## src/rtl/core/ptt_pkg.sv

```systemverilog
// ptt_pkg: shared types and codes for the push-to-talk gesture machine.
// No dependencies; used by every module in rtl/core.
`default_nettype none

package ptt_pkg;

	// event kinds
	localparam logic [1:0] EV_PRESS   = 2'd0;
	localparam logic [1:0] EV_RELEASE = 2'd1;
	localparam logic [1:0] EV_TICK    = 2'd2;
	localparam logic [1:0] EV_CANCEL  = 2'd3;

	// phases
	localparam logic [1:0] PH_IDLE    = 2'd0;
	localparam logic [1:0] PH_ARMING  = 2'd1;
	localparam logic [1:0] PH_TALKING = 2'd2;

	// actions
	localparam logic [1:0] ACT_NOTHING = 2'd0;
	localparam logic [1:0] ACT_START   = 2'd1;
	localparam logic [1:0] ACT_SEND    = 2'd2;
	localparam logic [1:0] ACT_DISCARD = 2'd3;

	// discard reasons
	localparam logic [1:0] WHY_NONE  = 2'd0;
	localparam logic [1:0] WHY_SHORT = 2'd1;
	localparam logic [1:0] WHY_LONG  = 2'd2;

	// register indexes
	localparam logic [1:0] REG_ARM_TIME   = 2'd0;
	localparam logic [1:0] REG_MIN_SPEECH = 2'd1;
	localparam logic [1:0] REG_MAX_TALK   = 2'd2;

	localparam int unsigned CFG_DATA_W = 24;

	// register reset values
	localparam logic [15:0] ARM_TIME_RST   = 16'd120;
	localparam logic [15:0] MIN_SPEECH_RST = 16'd350;
	localparam logic [23:0] MAX_TALK_RST   = 24'd30000;

	typedef struct packed {
		logic [15:0] arm_time;
		logic [15:0] min_speech_time;
		logic [23:0] max_talk_time;
	} cfg_t;

	typedef struct packed {
		logic [1:0]  phase;
		logic [31:0] press_stamp;
		logic [31:0] talk_stamp;
		logic [1:0]  last_reason;
	} state_t;

	typedef struct packed {
		logic [1:0]  action;
		logic [1:0]  phase_out;
		logic [1:0]  discard_reason;
		logic [31:0] talk_elapsed;
	} result_t;

endpackage

`default_nettype wire

```

## src/rtl/core/ptt_cfg_regs.sv

```systemverilog
// ptt_cfg_regs: configuration register file (arm, minimum speech, maximum talk).
// Depends on ptt_pkg.
`default_nettype none

module ptt_cfg_regs (
	input  wire logic                            clk,
	input  wire logic                            arst_n,
	input  wire logic                            cfg_we,
	input  wire logic [1:0]                      cfg_index,
	input  wire logic [ptt_pkg::CFG_DATA_W-1:0]  cfg_data,
	output ptt_pkg::cfg_t                        cfg
);

	ptt_pkg::cfg_t cfg_q;

	always_ff @(posedge clk or negedge arst_n) begin
		if (!arst_n) begin
			cfg_q.arm_time        <= ptt_pkg::ARM_TIME_RST;
			cfg_q.min_speech_time <= ptt_pkg::MIN_SPEECH_RST;
			cfg_q.max_talk_time   <= ptt_pkg::MAX_TALK_RST;
		end else if (cfg_we) begin
			case (cfg_index)
				ptt_pkg::REG_ARM_TIME:   cfg_q.arm_time        <= cfg_data[15:0];
				ptt_pkg::REG_MIN_SPEECH: cfg_q.min_speech_time <= cfg_data[15:0];
				ptt_pkg::REG_MAX_TALK:   cfg_q.max_talk_time   <= cfg_data[23:0];
				default: ; // drop writes beyond the register list
			endcase
		end
	end

	assign cfg = cfg_q;

endmodule

`default_nettype wire

```

## src/rtl/core/ptt_step.sv

```systemverilog
// ptt_step: next-state and result logic for one gesture event.
// Depends on ptt_pkg; purely combinational.
`default_nettype none

module ptt_step (
	input  wire ptt_pkg::cfg_t   cfg,
	input  wire ptt_pkg::state_t cur,
	input  wire logic [1:0]      mode,
	input  wire logic [31:0]     now_time,
	output ptt_pkg::state_t      nxt,
	output ptt_pkg::result_t     res
);

	logic [1:0]  phase;
	logic [31:0] since_press;
	logic [31:0] since_talk;
	logic [31:0] talk_run;
	logic [1:0]  act;

	assign since_press = now_time - cur.press_stamp;
	assign since_talk  = now_time - cur.talk_stamp;

	always_comb begin
		// an out-of-range phase behaves as idle
		phase = (cur.phase == ptt_pkg::PH_ARMING || cur.phase == ptt_pkg::PH_TALKING) ?
			cur.phase : ptt_pkg::PH_IDLE;
		nxt       = cur;
		nxt.phase = phase;
		act       = ptt_pkg::ACT_NOTHING;
		case (mode)
			ptt_pkg::EV_PRESS: begin
				if (phase == ptt_pkg::PH_IDLE) begin
					nxt.phase       = ptt_pkg::PH_ARMING;
					nxt.press_stamp = now_time;
					nxt.last_reason = ptt_pkg::WHY_NONE;
					if (cfg.arm_time == 16'd0) begin
						nxt.phase      = ptt_pkg::PH_TALKING;
						nxt.talk_stamp = now_time;
						act            = ptt_pkg::ACT_START;
					end
				end
			end
			ptt_pkg::EV_RELEASE: begin
				if (phase == ptt_pkg::PH_ARMING) begin
					nxt.phase = ptt_pkg::PH_IDLE;
				end else if (phase == ptt_pkg::PH_TALKING) begin
					nxt.phase = ptt_pkg::PH_IDLE;
					if (since_talk < {16'd0, cfg.min_speech_time}) begin
						nxt.last_reason = ptt_pkg::WHY_SHORT;
						act             = ptt_pkg::ACT_DISCARD;
					end else begin
						act = ptt_pkg::ACT_SEND;
					end
				end
			end
			ptt_pkg::EV_TICK: begin
				if (phase == ptt_pkg::PH_ARMING) begin
					if (since_press >= {16'd0, cfg.arm_time}) begin
						nxt.phase      = ptt_pkg::PH_TALKING;
						nxt.talk_stamp = now_time;
						act            = ptt_pkg::ACT_START;
					end
				end else if (phase == ptt_pkg::PH_TALKING) begin
					if (cfg.max_talk_time != 24'd0 &&
					    since_talk >= {8'd0, cfg.max_talk_time}) begin
						nxt.phase       = ptt_pkg::PH_IDLE;
						nxt.last_reason = ptt_pkg::WHY_LONG;
						act             = ptt_pkg::ACT_DISCARD;
					end
				end
			end
			ptt_pkg::EV_CANCEL: begin
				if (phase == ptt_pkg::PH_TALKING) begin
					nxt.last_reason = ptt_pkg::WHY_NONE;
					act             = ptt_pkg::ACT_DISCARD;
				end
				nxt.phase = ptt_pkg::PH_IDLE;
			end
			default: ;
		endcase
	end

	// talk stamp only moves when talking starts, and then elapsed is zero
	assign talk_run = (nxt.phase == ptt_pkg::PH_TALKING && nxt.talk_stamp == cur.talk_stamp) ?
		since_talk : 32'd0;

	always_comb begin
		res.action         = act;
		res.phase_out      = nxt.phase;
		res.discard_reason = nxt.last_reason;
		res.talk_elapsed   = talk_run;
	end

endmodule

`default_nettype wire

```

## src/rtl/core/push_to_talk_gesture_fsm_unit.sv

```systemverilog
// Push-to-talk gesture machine: idle, arming and talking phases driven by events.
// Registers: input register, then result register.
// Throughput: one event per cycle unless the consumer stalls; the gesture state updates
// as an event leaves the input register, so the following event sees it with no gap.
// Reset (arst_n low, asynchronous): pipeline empty, phase idle, stamps zero,
// discard reason none, registers at 120 / 350 / 30000 ms.
`default_nettype none

module push_to_talk_gesture_fsm_unit (
	input  wire logic                            clk,
	input  wire logic                            arst_n,
	// configuration write port
	input  wire logic                            cfg_we,
	input  wire logic [1:0]                      cfg_index,
	input  wire logic [ptt_pkg::CFG_DATA_W-1:0]  cfg_data,
	// event channel
	input  wire logic                            in_valid,
	output      logic                            in_ready,
	input  wire logic [1:0]                      mode,
	input  wire logic [31:0]                     now_time,
	// result channel
	output      logic                            out_valid,
	input  wire logic                            out_ready,
	output      logic [1:0]                      action,
	output      logic [1:0]                      phase_out,
	output      logic [1:0]                      discard_reason,
	output      logic [31:0]                     talk_elapsed
);

	ptt_pkg::cfg_t    cfg;
	ptt_pkg::state_t  state_q;
	ptt_pkg::state_t  state_nxt;
	ptt_pkg::result_t res_nxt;
	ptt_pkg::result_t res_s2;

	logic        valid_s1;
	logic [1:0]  mode_s1;
	logic [31:0] now_s1;
	logic        valid_s2;
	logic        s2_free;
	logic        adv_s1;

	ptt_cfg_regs u_cfg (
		.clk       (clk),
		.arst_n    (arst_n),
		.cfg_we    (cfg_we),
		.cfg_index (cfg_index),
		.cfg_data  (cfg_data),
		.cfg       (cfg)
	);

	ptt_step u_step (
		.cfg      (cfg),
		.cur      (state_q),
		.mode     (mode_s1),
		.now_time (now_s1),
		.nxt      (state_nxt),
		.res      (res_nxt)
	);

	// Result register empties or drains this cycle: stage 1 may move forward.
	assign s2_free  = !valid_s2 || out_ready;
	assign adv_s1   = valid_s1 && s2_free;
	// Accept a new transaction whenever stage 1 is empty or moving on.
	assign in_ready = !valid_s1 || s2_free;

	// Input register: capture the event as the transaction completes.
	always_ff @(posedge clk or negedge arst_n) begin
		if (!arst_n) begin
			valid_s1 <= 1'b0;
		end else if (in_ready) begin
			valid_s1 <= in_valid;
		end
	end

	always_ff @(posedge clk) begin
		if (in_ready && in_valid) begin
			mode_s1 <= mode;
			now_s1  <= now_time;
		end
	end

	// Gesture state: commit exactly once per event, as it enters the result register.
	always_ff @(posedge clk or negedge arst_n) begin
		if (!arst_n) begin
			state_q.phase       <= ptt_pkg::PH_IDLE;
			state_q.press_stamp <= 32'd0;
			state_q.talk_stamp  <= 32'd0;
			state_q.last_reason <= ptt_pkg::WHY_NONE;
		end else if (adv_s1) begin
			state_q <= state_nxt;
		end
	end

	// Result register: hold while the consumer stalls.
	always_ff @(posedge clk or negedge arst_n) begin
		if (!arst_n) begin
			valid_s2 <= 1'b0;
		end else if (s2_free) begin
			valid_s2 <= valid_s1;
		end
	end

	always_ff @(posedge clk) begin
		if (adv_s1) begin
			res_s2 <= res_nxt;
		end
	end

	assign out_valid      = valid_s2;
	assign action         = res_s2.action;
	assign phase_out      = res_s2.phase_out;
	assign discard_reason = res_s2.discard_reason;
	assign talk_elapsed   = res_s2.talk_elapsed;

endmodule

`default_nettype wire

```

## config.mk

```make
export PLATFORM = sky130hd
export DESIGN_NAME = push_to_talk_gesture_fsm_unit
export DESIGN_NICKNAME = d
export VERILOG_FILES = /design/src/rtl/core/ptt_pkg.sv /design/src/rtl/core/ptt_cfg_regs.sv /design/src/rtl/core/ptt_step.sv /design/src/rtl/core/push_to_talk_gesture_fsm_unit.sv
export SDC_FILE = /design/constraint.sdc
export NUM_CORES = 1
export LEC_CHECK = 0
export BUFFER_PORTS_ARGS = -buffer_cell sky130_fd_sc_hd__buf_2
export CAP_MARGIN = 0
export CORE_MARGIN = 2
export CORE_UTILIZATION = 40
export CTS_CLUSTER_DIAMETER = 30
export DETAILED_ROUTE_END_ITERATION = 12
export PLACE_DENSITY_LB_ADDON = 0.15
export SLEW_MARGIN = 30
export SYNTH_ARGS = -nofsm -noshare
export SYNTH_HDL_FRONTEND = slang
export SYNTH_HIERARCHICAL = 1
export SYNTH_SLANG_ARGS = --single-unit
```

## constraint.sdc

```tcl
create_clock -name clk -period 8.05 [get_ports clk]
set_input_delay 0.4025 -clock clk [delete_from_list [all_inputs] [get_ports clk]]
set_output_delay 0.4025 -clock clk [all_outputs]
set_load 0.01 [all_outputs]
```

* Word-level counts from Yosys, hierarchy flattened
Index checks and enable logic that the tools add are counted.
Storage, ports and cells: register bits 198, input port bits 65, output and inout port bits 40, word-level logic and storage cells 82
Operators by class: add/subtract/negate cells 2, magnitude comparators 3, equal/unequal tests 11, multiplexer cells 33, reductions and logical operators 18
Operator list (number):
- 32-bit 2-to-1 mux | 3
- 68-bit 2-to-1 mux | 1
- 32-bit case mux with 2 select lines | 1
- 32-bit subtractor | 2
- 2-bit 2-to-1 mux | 22
- 32-bit equality test | 1
- 32-bit by 16-bit greater-or-equal comparator with 1-bit output | 1
- 32-bit by 24-bit greater-or-equal comparator with 1-bit output | 1
- 32-bit by 16-bit < comparator with 1-bit output | 1
- 2-bit case mux with 4 select lines | 3
- 24-bit nonzero test | 1
- 16-bit zero test | 1
- 2-bit equality test (second input constant) | 6
- 2-bit by 1-bit equality test with 1-bit output (second input constant) | 4
- 2-bit zero test | 3
- 2-bit AND reduction | 3
- 1-bit logical AND | 4
- 1-bit logical OR | 3
- 1-bit 2-to-1 mux | 3
- 3-bit AND reduction | 1
- 1-bit zero test | 2

* Longest topological paths before layout
Gate-level depths: netlist (run 1).
depth in word-level cells 9, mapped depth 24

* By module
Netlist (run 1), hierarchy kept.
By module, submodules not included:
- ptt_step | times used 1, cells an instance 1121, area an instance 7255.7 sq um, sequential area each 0.0 sq um
- push_to_talk_gesture_fsm_unit | times used 1, cells an instance 224, area an instance 4815.9 sq um, sequential area each 3913.8 sq um
- ptt_cfg_regs | times used 1, cells an instance 119, area an instance 2142.1 sq um, sequential area each 1422.6 sq um

* Worst setup path before layout (run 1)
No wires, ideal clock.
path kind register to register, from reg now_s1[4], to reg state_q[67] (netlist name), data arrival time 5.012 ns, data required time 7.925 ns, setup slack 2.913 ns, stages on the path, launching flop included 23, buffers on the path 1, path through edfxtp_1 ha_1 o211ai_1 a21o_1 a211o_1 nor2b_1 or3_1 nor2b_1 xnor2_1 ha_1 a21o_1 a21oi_1 o22ai_1 nor4_1 nand3_1 a2111oi_0 nand4_1 nor4_4 o21bai_1 a32oi_2 buf_4 inv_1 mux2_2
RTL lines:
- from (decl) | RTL line push_to_talk_gesture_fsm_unit.sv:38 | logic [31:0] now_s1;
- from (signal assigned) | RTL line push_to_talk_gesture_fsm_unit.sv:79 | now_s1 <= now_time;
- to (signal assigned) | RTL line push_to_talk_gesture_fsm_unit.sv:91 | state_q <= state_nxt;
- to (decl) | RTL line push_to_talk_gesture_fsm_unit.sv:31 | ptt_pkg::state_t state_q;

==> flow_summary_export.csv, run 1 <==
group,metric,value,unit
die,die_area,37100,µm²
drt,wirelength,39100,µm
clock_network,post_cts_buffers,0,
drt,wl_per_cell,19.4,µm
clock_network,clock_sinks,198,
placement,hpwl,30400,µm
pwr,ir_drop,0.183,mV
synth,post_synth.cell_area_avg,9.71,µm²
drt,drt-pass1-iter-count,5,
layout,antennaDiodeCount,0,
placement,gp_congestion,0.886,
timing,skew,0.0131,ns
timing,setup_tns,0,ns
timing,grt_setup_unrepaired,"false",
synth,ys.warnings.count,6,
placement,port_buffers,104,
setup_path,reg2reg_to,"state_q[67]$_DFFE_PN0P_",
clock_network,clockBufferDepth,2,
die,die_w,193,µm
grt,grt_usage,21.7,%
worst_hold_path,whs_endpoint,"now_s1[11]$_DFFE_PP_",
timing,finalHoldViolations,0,
timing,slew_headroom,38.9,%
synth,seq_area_frac_synth,37.5,%
drt,route.vias.total,11182,
clock_network,h-tree-depth,4,
clock_network,clk-insertion-delay-late,0.47,ns
layout,area_delta_synth_final,10.3,%
flow_run,cap_viol_max_count,0,
grt,gr-total-overflow,0,
clock_network,ctsResizeCount,0,
synth,synth_commonest_cells,"inv_1 (150), nand2_1 (141), ha_1 (121)",
outcome,outcome,"finished, final reports clean",
synth,yosysUniqueCellTypes,84,
setup_path,r2r-start,"now_s1[4]$_DFFE_PP_",
clock_network,clock-root-buffer,"clkbuf_16",
layout,final_layout_size_suffix_gt1_share,21.6,%
grt,grt_pass1_vias,10856,
die,initial_core_util,40.3,%
die,io_pins,105,
synth,syn_area,14200,µm²
synth,yosysMostFrequentCell,"inv_1",
synth,ys_async_sr_fraction,63.6,%
synth,synth.ff_latch_count,198,
die,core_area,35300,µm²
setup_path,path_class,"reg -> reg",
worst_hold_path,hold_depth,1,
layout,final_nets,1728,
pwr,p_leak,0.00671,µW
clock_network,cts_inserted_buffers,17,
setup_path,critPathArrivalTime,6.74,ns
clock_network,path_clk_slew,0.08,ns
placement,dp.cells,1981,
setup_path,endpoint_kind,"register",
die,die_h,193,µm
worst_hold_path,min_from,"now_time[11]",
synth,synth_ff_type,"dfrtp_1",
grt,antenna_found_initial,0,
timing,final-setup-viol-count,0,
timing,period_needed,6.40,ns
layout,fin_cells,2014,
setup_path,r2r_slack,1.65,ns
pwr,powerDensity,347,nW/µm²
synth,synth_nets,1652,
drt,drt.antenna.violating_nets,0,
synth,synth_edf_count,72,
synth,syn_inst,1464,
grt,grt_max_degree,71,
drt,drc,0,
timing,final-max-slew-violation-count,0,
timing,fin_crit_sh,79.5,%
clock_network,cts_tree,"done",
timing,fmax,156,MHz
grt,grt_pass1_wl,61000,µm
synth,ys_top_cells_by_area,"dfrtp_1 (19%), edfxtp_1 (15%), ha_1 (11%)",
timing,holdWs,0.111,ns
clock_network,hold_buffers,1,
synth,synth_top_area_share,19.2,%
pwr,p_total,5440,µW
setup_path,worstPathRequired,8.39,ns
setup_path,r2r_cells,22,
synth,synth_top_area_cell,"dfrtp_1",
die,fp-row-count,69,
drt,drtIter0Drc,744,
timing,tightest_slew,0.905,ns
setup_path,cp_max_fo,17,
worst_hold_path,min_path_type,"in -> reg",
setup_path,critPathLaunchType,"register",
drt,via_per_inst,5.55,
final cells by class:
cell class	count	area (µm²)
fillers	3418	19600
clock buffers	18	429
repair buffers	113	597
flip-flops and latches	198	5340
inverters	150	563
well taps	461	577
clock inverters	14	158
multi-input cells	1060	8020
placed cells by master (no fill, tap or decap), types with 6 or more instances in the layout:
| cell | instances |
|---|---|
| a2111oi_0 | 8 |
| a211o_1 | 6 |
| a211oi_1 | 11 |
| a21o_1 | 23 |
| a21oi_1 | 93 |
| a221oi_1 | 6 |
| a31oi_1 | 6 |
| and3_1 | 10 |
| buf_2 | 103 |
| buf_4 | 8 |
| clkbuf_16 | 17 |
| dfrtp_1 | 109 |
| dfstp_2 | 17 |
| edfxtp_1 | 72 |
| ha_1 | 121 |
| inv_1 | 150 |
| inv_6 | 6 |
| mux2_2 | 118 |
| mux2_4 | 9 |
| nand2_1 | 141 |
| nand2b_1 | 19 |
| nand3_1 | 28 |
| nand4_1 | 27 |
| nor2_1 | 53 |
| nor2b_1 | 12 |
| nor3_1 | 15 |
| nor3b_2 | 23 |
| nor4_1 | 18 |
| o211ai_1 | 21 |
| o21a_1 | 8 |
| o21ai_0 | 108 |
| o21ai_1 | 6 |
| o22ai_1 | 9 |
| xnor2_1 | 31 |
| xor2_1 | 31 |
per-layer routing:
| layer | track usage (%) | vias to the layer above | wire [µm] |
|---|---|---|---|
| met5 | 0 | - | 0 |
| met2 | 35.8 | 235 | 18400 |
| met3 | 2.27 | 48 | 1410 |
| li1 | - | 5431 | - |
| met1 | 29.8 | 5468 | 18400 |
| met4 | 7.13 | 0 | 951 |
logic make-up after synthesis:
logic type      after synthesis  synth area share, %
mux                         130                 10.5
compound gates              352                 15.6
flops                       198                 37.5
buf+inv                     206                 6.25
fa+ha+maj                   123                 10.9
simple gates                393                 15.3
xor+xnor                     62                 3.82
worst max-delay path, cell delays in order, from the launching register on:
cell and delay [ns]:
edfxtp_1 0.49, ha_1 0.41, o211ai_1 0.11, a21o_1 0.21, a211o_1 0.34, nor2b_1 0.16
or3_1 0.36, nor2b_1 0.14, xnor2_1 0.13, ha_1 0.29, a21o_1 0.18, a21oi_1 0.14
o22ai_1 0.10, nor4_1 0.27, nand3_1 0.10, a2111oi_0 0.37, nand4_1 0.21, nor4_4 0.58
o21bai_1 0.20, a32oi_4 0.70, buf_4 0.41, inv_1 0.09, mux2_2 0.27
state kept, by name, summed over array words and instances, names as in the netlist, 2 cells and up:
signal          count
action              2
discard_reason      2
mode_s1             2
now_s1             32
phase_out           2
state_q            68
talk_elapsed       32
u_cfg/cfg          56
metrics by stage:
stage / worst slack, ns / instance area, µm² / util, %
after floorplan: 2.91 / 14200 / -
after global placement: 1.83 / 15100 / 42.7
after detailed placement: 1.75 / 15100 / 42.7
after CTS: 1.71 / 15700 / 44.4
after global routing: 1.32 / 15700 / 44.4
final: 1.65 / 15700 / 44.4
power breakdown:
group	internal (µW)	switching [µW]	leakage, µW
clock	443	452	0.000290
sequential	1290	158	0.00223
combinational	1270	1830	0.00419
total	3000	2440	0.00671
worst max-delay path by stage:
stage	start	end	slack (ns)	cells after the start
CTS	now_s1[3]$_DFFE_PP_	state_q[67]$_DFFE_PN0P_	1.71	22
global placement	now_s1[4]$_DFFE_PP_	state_q[67]$_DFFE_PN0P_	1.83	22
finish	now_s1[4]$_DFFE_PP_	state_q[67]$_DFFE_PN0P_	1.65	22
global route	now_s1[4]$_DFFE_PP_	state_q[67]$_DFFE_PN0P_	1.32	22
floorplan	now_s1[4]$_DFFE_PP_	state_q[67]$_DFFE_PN0P_	2.91	22
detailed placement	now_s1[3]$_DFFE_PP_	state_q[67]$_DFFE_PN0P_	1.75	22
No activity file was read; power rests on OpenSTA's default activity.
==> run 2, diff against run 1 <==
==> constraint.sdc (replaced) <==
create_clock -name clk -period 6.1 [get_ports clk]
set_input_delay 0.305 -clock clk [delete_from_list [all_inputs] [get_ports clk]]
set_output_delay 0.305 -clock clk [all_outputs]
set_load 0.01 [all_outputs]
==> run 2 against run 1 <==
Register-to-register slack worse by 1.2 ns. Clock skew hardly changed. Critical path depth is 1 lower. Core utilization is 1.1 points higher. Global-route usage is 0.16 points lower. Die area stayed put. Clock power is 32% higher. Design area is 2.6% higher. Power is 33% higher. Via count is 0.71% higher. Sequential power is 31% higher. Critical path type unchanged. Largest cell class unchanged. Highest routed layer unchanged.
==> flow_summary_export.csv, run 2 (synthesized netlist as in run 1, its figures left out) <==
group,metric,value,unit
layout,layout_commonest_cell,"inv_1",
layout,layout_common_cells,"inv_1 (150), nand2_1 (141), ha_1 (121)",
outcome,outcome,"finished, final reports clean",
die,die_w,193,µm
grt,gr-usage-met1,29.6,%
grt,antenna_found_initial,1,
drt,via_per_inst,5.49,
grt,grt_pass1_wl,60400,µm
setup_path,worstPathRequired,6.45,ns
clock_network,clock_sinks,198,
pwr,p_leak,0.00691,µW
setup_path,endpoint_kind,"register",
layout,finish.utilization,45.5,%
grt,grt_max_degree,64,
setup_path,r2r_slack,0.43,ns
timing,tightest_slew,0.855,ns
timing,finalHoldViolations,0,
drt,drt-pass1-iter-count,5,
layout,largest_reg_flops,68,
flow_run,cap_viol_max_count,0,
timing,final-max-slew-violation-count,0,
setup_path,r2r-start,"now_s1[0]$_DFFE_PP_",
drt,route.vias.total,11261,
setup_path,cp_slowest_cell,"or4b_2",
drt,wl_per_cell,19.0,µm
worst_hold_path,min_from,"now_time[23]",
drt,drt.antenna.violating_nets,0,
die,core_area,35300,µm²
clock_network,clock-root-buffer,"clkbuf_16",
placement,hpwl,30700,µm
clock_network,clk-insertion-delay-late,0.47,ns
drt,drc,0,
setup_path,worstSetupStartpoint,"now_s1[0]$_DFFE_PP_",
die,die_area,37100,µm²
setup_path,path_cells,"inv_1 -> ha_1 -> inv_1 -> fa_1 -> a21o_1 -> a221o_1 -> a31oi_1 -> nand2_1 -> o21a_1 -> xor2_1 -> ha_1 -> nand4_1 -> nor2_1 -> a2111oi_0 -> o211ai_1 -> nor4_1 -> or4b_2 -> nor4_2 -> nand3b_1 -> a222oi_1 -> mux2_2",
timing,setup_tns,0,ns
clock_network,h-tree-depth,4,
grt,grt_use_met2,35.7,%
timing,period_needed,5.67,ns
setup_path,cp_max_fo,4,
grt,grt_usage,21.5,%
die,die_h,193,µm
setup_path,path_class,"reg -> reg",
layout,largest-register,"state_q",
clock_network,cts_inserted_buffers,17,
layout,final_nets,1767,
layout,final_layout_size_suffix_gt1_share,22.7,%
grt,grt_pass1_vias,10848,
pwr,powerDensity,450,nW/µm²
drt,wirelength,39000,µm
timing,grt_setup_unrepaired,"false",
setup_path,critPathArrivalTime,6.02,ns
pwr,p_total,7240,µW
timing,slew_headroom,41.5,%
worst_hold_path,min_path_type,"in -> reg",
clock_network,cts_tree,"done",
grt,use_met3,2.13,%
setup_path,cp_num_buf_inv,2,
drt,drtIter0Drc,792,
clock_network,path_clk_slew,0.08,ns
die,fp-row-count,69,
grt,top_usage_layer,"met2",
placement,port_buffers,104,
placement,gp_congestion,0.916,
grt,gr-total-overflow,0,
setup_path,crit_family,"compound AO/OA/AOI/OAI gates",
setup_path,max_stage_delay,0.63,ns
layout,antennaDiodeCount,0,
timing,skew,0.0132,ns
setup_path,critPathLaunchType,"register",
pwr,ir_drop,0.233,mV
clock_network,clockBufferDepth,2,
die,initial_core_util,40.3,%
layout,area_delta_synth_final,13.1,%
timing,holdWs,0.0151,ns
timing,fin_crit_sh,92.9,%
timing,setup_slack,0.432,ns
timing,fmax,176,MHz
timing,final-setup-viol-count,0,
die,io_pins,105,
placement,pre_cts_ws,0.175,ns
-- run 2: routing by layer --
layer | vias up | part of all wire [%]
met3 | 49 | 3.3
li1 | 5534 | -
met1 | 5432 | 48
met4 | 0 | 2.2
met5 | - | 0
met2 | 246 | 47
-- run 2: where the power goes --
part           leakage [µW]  switching (µW)  internal, µW
combinational       0.00439            2440          1720
clock              0.000295             590           591
sequential          0.00223             197          1700
-- run 2: path summary, 6_finish.rpt --
kind	to	cells past startpoint
setup / recovery	state_q[1]$_DFFE_PN0P_	21
hold / removal	now_s1[23]$_DFFE_PP_	1
setup reg to reg	state_q[1]$_DFFE_PN0P_	21
hold reg to reg	state_q[45]$_DFFE_PN0P_	1
max in group asynchronous	state_q[66]$_DFFE_PN0P_	3
min in group asynchronous	u_cfg/cfg[49]$_DFFE_PN0P_	2
-- run 2: area by class of cell --
type                    count  area (µm²)
multi-input cells        1060        8030
fillers                  3380       19200
flip-flops and latches    198        5340
clock inverters            12         131
clock buffers              20         478
repair buffers            152         962
inverters                 150         563
well taps                 461         577
-- run 2: timing repair --
action / 4_1_cts / 5_1_grt
gates resized for setup: 0 / 4
setup buffers: 0 / 2
hold buffers: 17 / 0
endpoints found under the hold margin: 44 / 0
setup endpoints to repair: 0 / 67
-- run 2: stage by stage --
stage,cells,instance area [µm²]
floorplan,1464,14200
global placement,2001,15200
detailed placement,2002,15300
CTS,2051,16000
global route,2053,16100
finish,2053,16100
==> run 3, diff against run 2 <==
--- a/config.mk
+++ b/config.mk
@@ -9,6 +9,7 @@
 export CAP_MARGIN = 0
 export CORE_MARGIN = 2
 export CORE_UTILIZATION = 40
+export CTS_BUF_LIST = sky130_fd_sc_hd__clkbuf_4
 export CTS_CLUSTER_DIAMETER = 30
 export DETAILED_ROUTE_END_ITERATION = 12
 export PLACE_DENSITY_LB_ADDON = 0.15
==> run 3 against run 2 <==
Count of clock-buffer cells in the layout shrank 3. Sequential cell count is the same. Maximum frequency shrank 0.65%. Setup slack lost 0.037 ns. Critical path type unchanged. Design area grew 0.98%. Via count grew 1.9%. Critical path depth is the same. Clock power shrank 36%. Die area is the same. Clock skew grew 0.023 ns.
==> flow_summary_export.csv, run 3 (synthesized netlist as in run 1, its figures left out) <==
group,metric,value,unit
outcome,outcome,"finished, final reports clean",
placement,gp_congestion,0.916,
setup_path,path_cells,"inv_1 -> ha_1 -> inv_1 -> fa_1 -> a21o_1 -> a221o_1 -> a31oi_1 -> nand2_1 -> o21a_1 -> xor2_1 -> ha_1 -> nand4_1 -> nor2_1 -> a2111oi_0 -> o211ai_1 -> nor4_1 -> or4b_2 -> nor4_2 -> nand3b_1 -> a222oi_1 -> mux2_2",
timing,tightest_slew,0.875,ns
timing,finalHoldViolations,0,
setup_path,max_stage_delay,0.63,ns
die,core_area,35300,µm²
grt,grt_pass1_wl,61100,µm
layout,postLayoutCellArea,16200,µm²
clock_network,clock-root-buffer,"clkbuf_4",
clock_network,h-tree-depth,4,
timing,final-max-slew-violation-count,0,
setup_path,endpoint_kind,"register",
worst_hold_path,min_path_type,"in -> async",
timing,slew_headroom,41.6,%
layout,fill_cells,3383,
pwr,p_leak,0.00697,µW
drt,via_per_inst,5.46,
grt,grt_use_met2,36.0,%
placement,port_buffers,104,
placement,hpwl,30700,µm
clock_network,cts_inserted_buffers,17,
drt,wl_per_cell,18.8,µm
timing,grt_setup_unrepaired,"false",
setup_path,critPathArrivalTime,6.26,ns
die,die_w,193,µm
layout,layout_commonest_cell,"inv_1",
clock_network,cts_tree,"done",
layout,layout_common_cells,"inv_1 (150), nand2_1 (141), ha_1 (121)",
setup_path,crit_family,"compound AO/OA/AOI/OAI gates",
grt,gr-usage-met1,29.5,%
timing,fin_crit_sh,93.5,%
grt,use_met3,3.07,%
layout,seq_area,5340,µm²
timing,setup_tns,0,ns
flow_run,cap_viol_max_count,0,
clock_network,clock_sinks,198,
layout,multi_input_area,8030,µm²
grt,antenna_found_initial,2,
die,initial_core_util,40.3,%
timing,fmax,175,MHz
layout,largest-register,"state_q",
drt,drtIter0Drc,734,
die,io_pins,105,
setup_path,critPathLaunchType,"register",
setup_path,worstPathRequired,6.65,ns
drt,wirelength,39400,µm
clock_network,path_clk_slew,0.20,ns
layout,final_layout_size_suffix_gt1_share,22.1,%
die,fp-row-count,69,
pwr,p_total,6840,µW
setup_path,path_class,"reg -> reg",
grt,top_usage_layer,"met2",
layout,largest_reg_flops,68,
clock_network,clockBufferDepth,2,
die,die_h,193,µm
grt,grt_usage,21.7,%
grt,grt_max_degree,64,
placement,dp.cells,2002,
layout,fin_cells,2102,
grt,grt_pass1_vias,11031,
timing,skew,0.0360,ns
drt,drt-pass1-iter-count,5,
placement,dpl_cell_area,15300,µm²
drt,drt.antenna.violating_nets,0,
pwr,powerDensity,421,nW/µm²
grt,gr-total-overflow,0,
drt,route.vias.total,11473,
drt,drc,0,
pwr,ir_drop,0.158,mV
die,die_area,37100,µm²
timing,final-setup-viol-count,0,
setup_path,cp_slowest_cell,"or4b_2",
setup_path,cp_max_fo,4,
layout,final_nets,1815,
clock_network,clk-insertion-delay-late,0.66,ns
setup_path,cp_num_buf_inv,2,
timing,period_needed,5.70,ns
layout,area_delta_synth_final,14.3,%
[run 3: worst reg2reg max path: cells and delay by family, from the launching register on]
kind / cells / cell delay, ns
AOI/OAI and AO/OA: 7 / 1.87
adders and majority gates: 3 / 0.91
muxes: 1 / 0.29
xor gates and xnor gates: 1 / 0.27
and+or+nand+nor: 7 / 1.61
buffers and inverters: 2 / 0.21
DFF: 1 / 0.45
[run 3: report_power, final]
part / internal, µW / switching [µW]
Clock: 222 / 536
Combinational: 1740 / 2440
Sequential: 1700 / 196
[run 3: area by class of cell]
cell class              instances  area share, %
clock inverters                15           1.04
diodes                          1         0.0154
well taps                     461           3.55
clock buffers                  17          0.786
inverters                     150           3.47
multi-input cells            1060           49.4
repair buffers                200           8.84
flip-flops and latches        198           32.9
[run 3: timing repair]
item / CTS / global route
hold buffers: 62 / 0
setup buffers: 0 / 5
gates resized for setup: 0 / 3
endpoints found under the setup margin: 0 / 67
endpoints found under the hold margin: 160 / 0
[run 3: layer usage]
layer / up-vias / wire length, µm
met5: - / 0
met4: 0 / 824
met3: 43 / 1400
met2: 274 / 18600
met1: 5530 / 18600
li1: 5626 / -
[run 3: path summary, 6_finish.rpt]
path	start	to	slack, ns	cells after the start
max in group asynchronous	arst_n	state_q[66]$_DFFE_PN0P_	4.86	3
max reg2reg	now_s1[0]$_DFFE_PP_	state_q[1]$_DFFE_PN0P_	0.40	21
min	arst_n	u_cfg/cfg[49]$_DFFE_PN0P_	0.09	2
min in group clk	cfg_index[0]	u_cfg/cfg[41]$_DFFE_PN0P_	0.13	3
max	now_s1[0]$_DFFE_PP_	state_q[1]$_DFFE_PN0P_	0.40	21
min reg2reg	state_q[45]$_DFFE_PN0P_	state_q[45]$_DFFE_PN0P_	0.52	1
[run 3: metrics by stage]
step / util (%) / setup WS, ns / hold slack (ns)
finish: 46.0 / 0.395 / 0.0933
CTS: 45.8 / 0.122 / 0.0677
global placement: 43.2 / 0.384 / 0.482
global route: 46.0 / 0.0213 / 0.0823
floorplan: - / 0.963 / 0.00941
detailed placement: 43.2 / 0.175 / 0.287
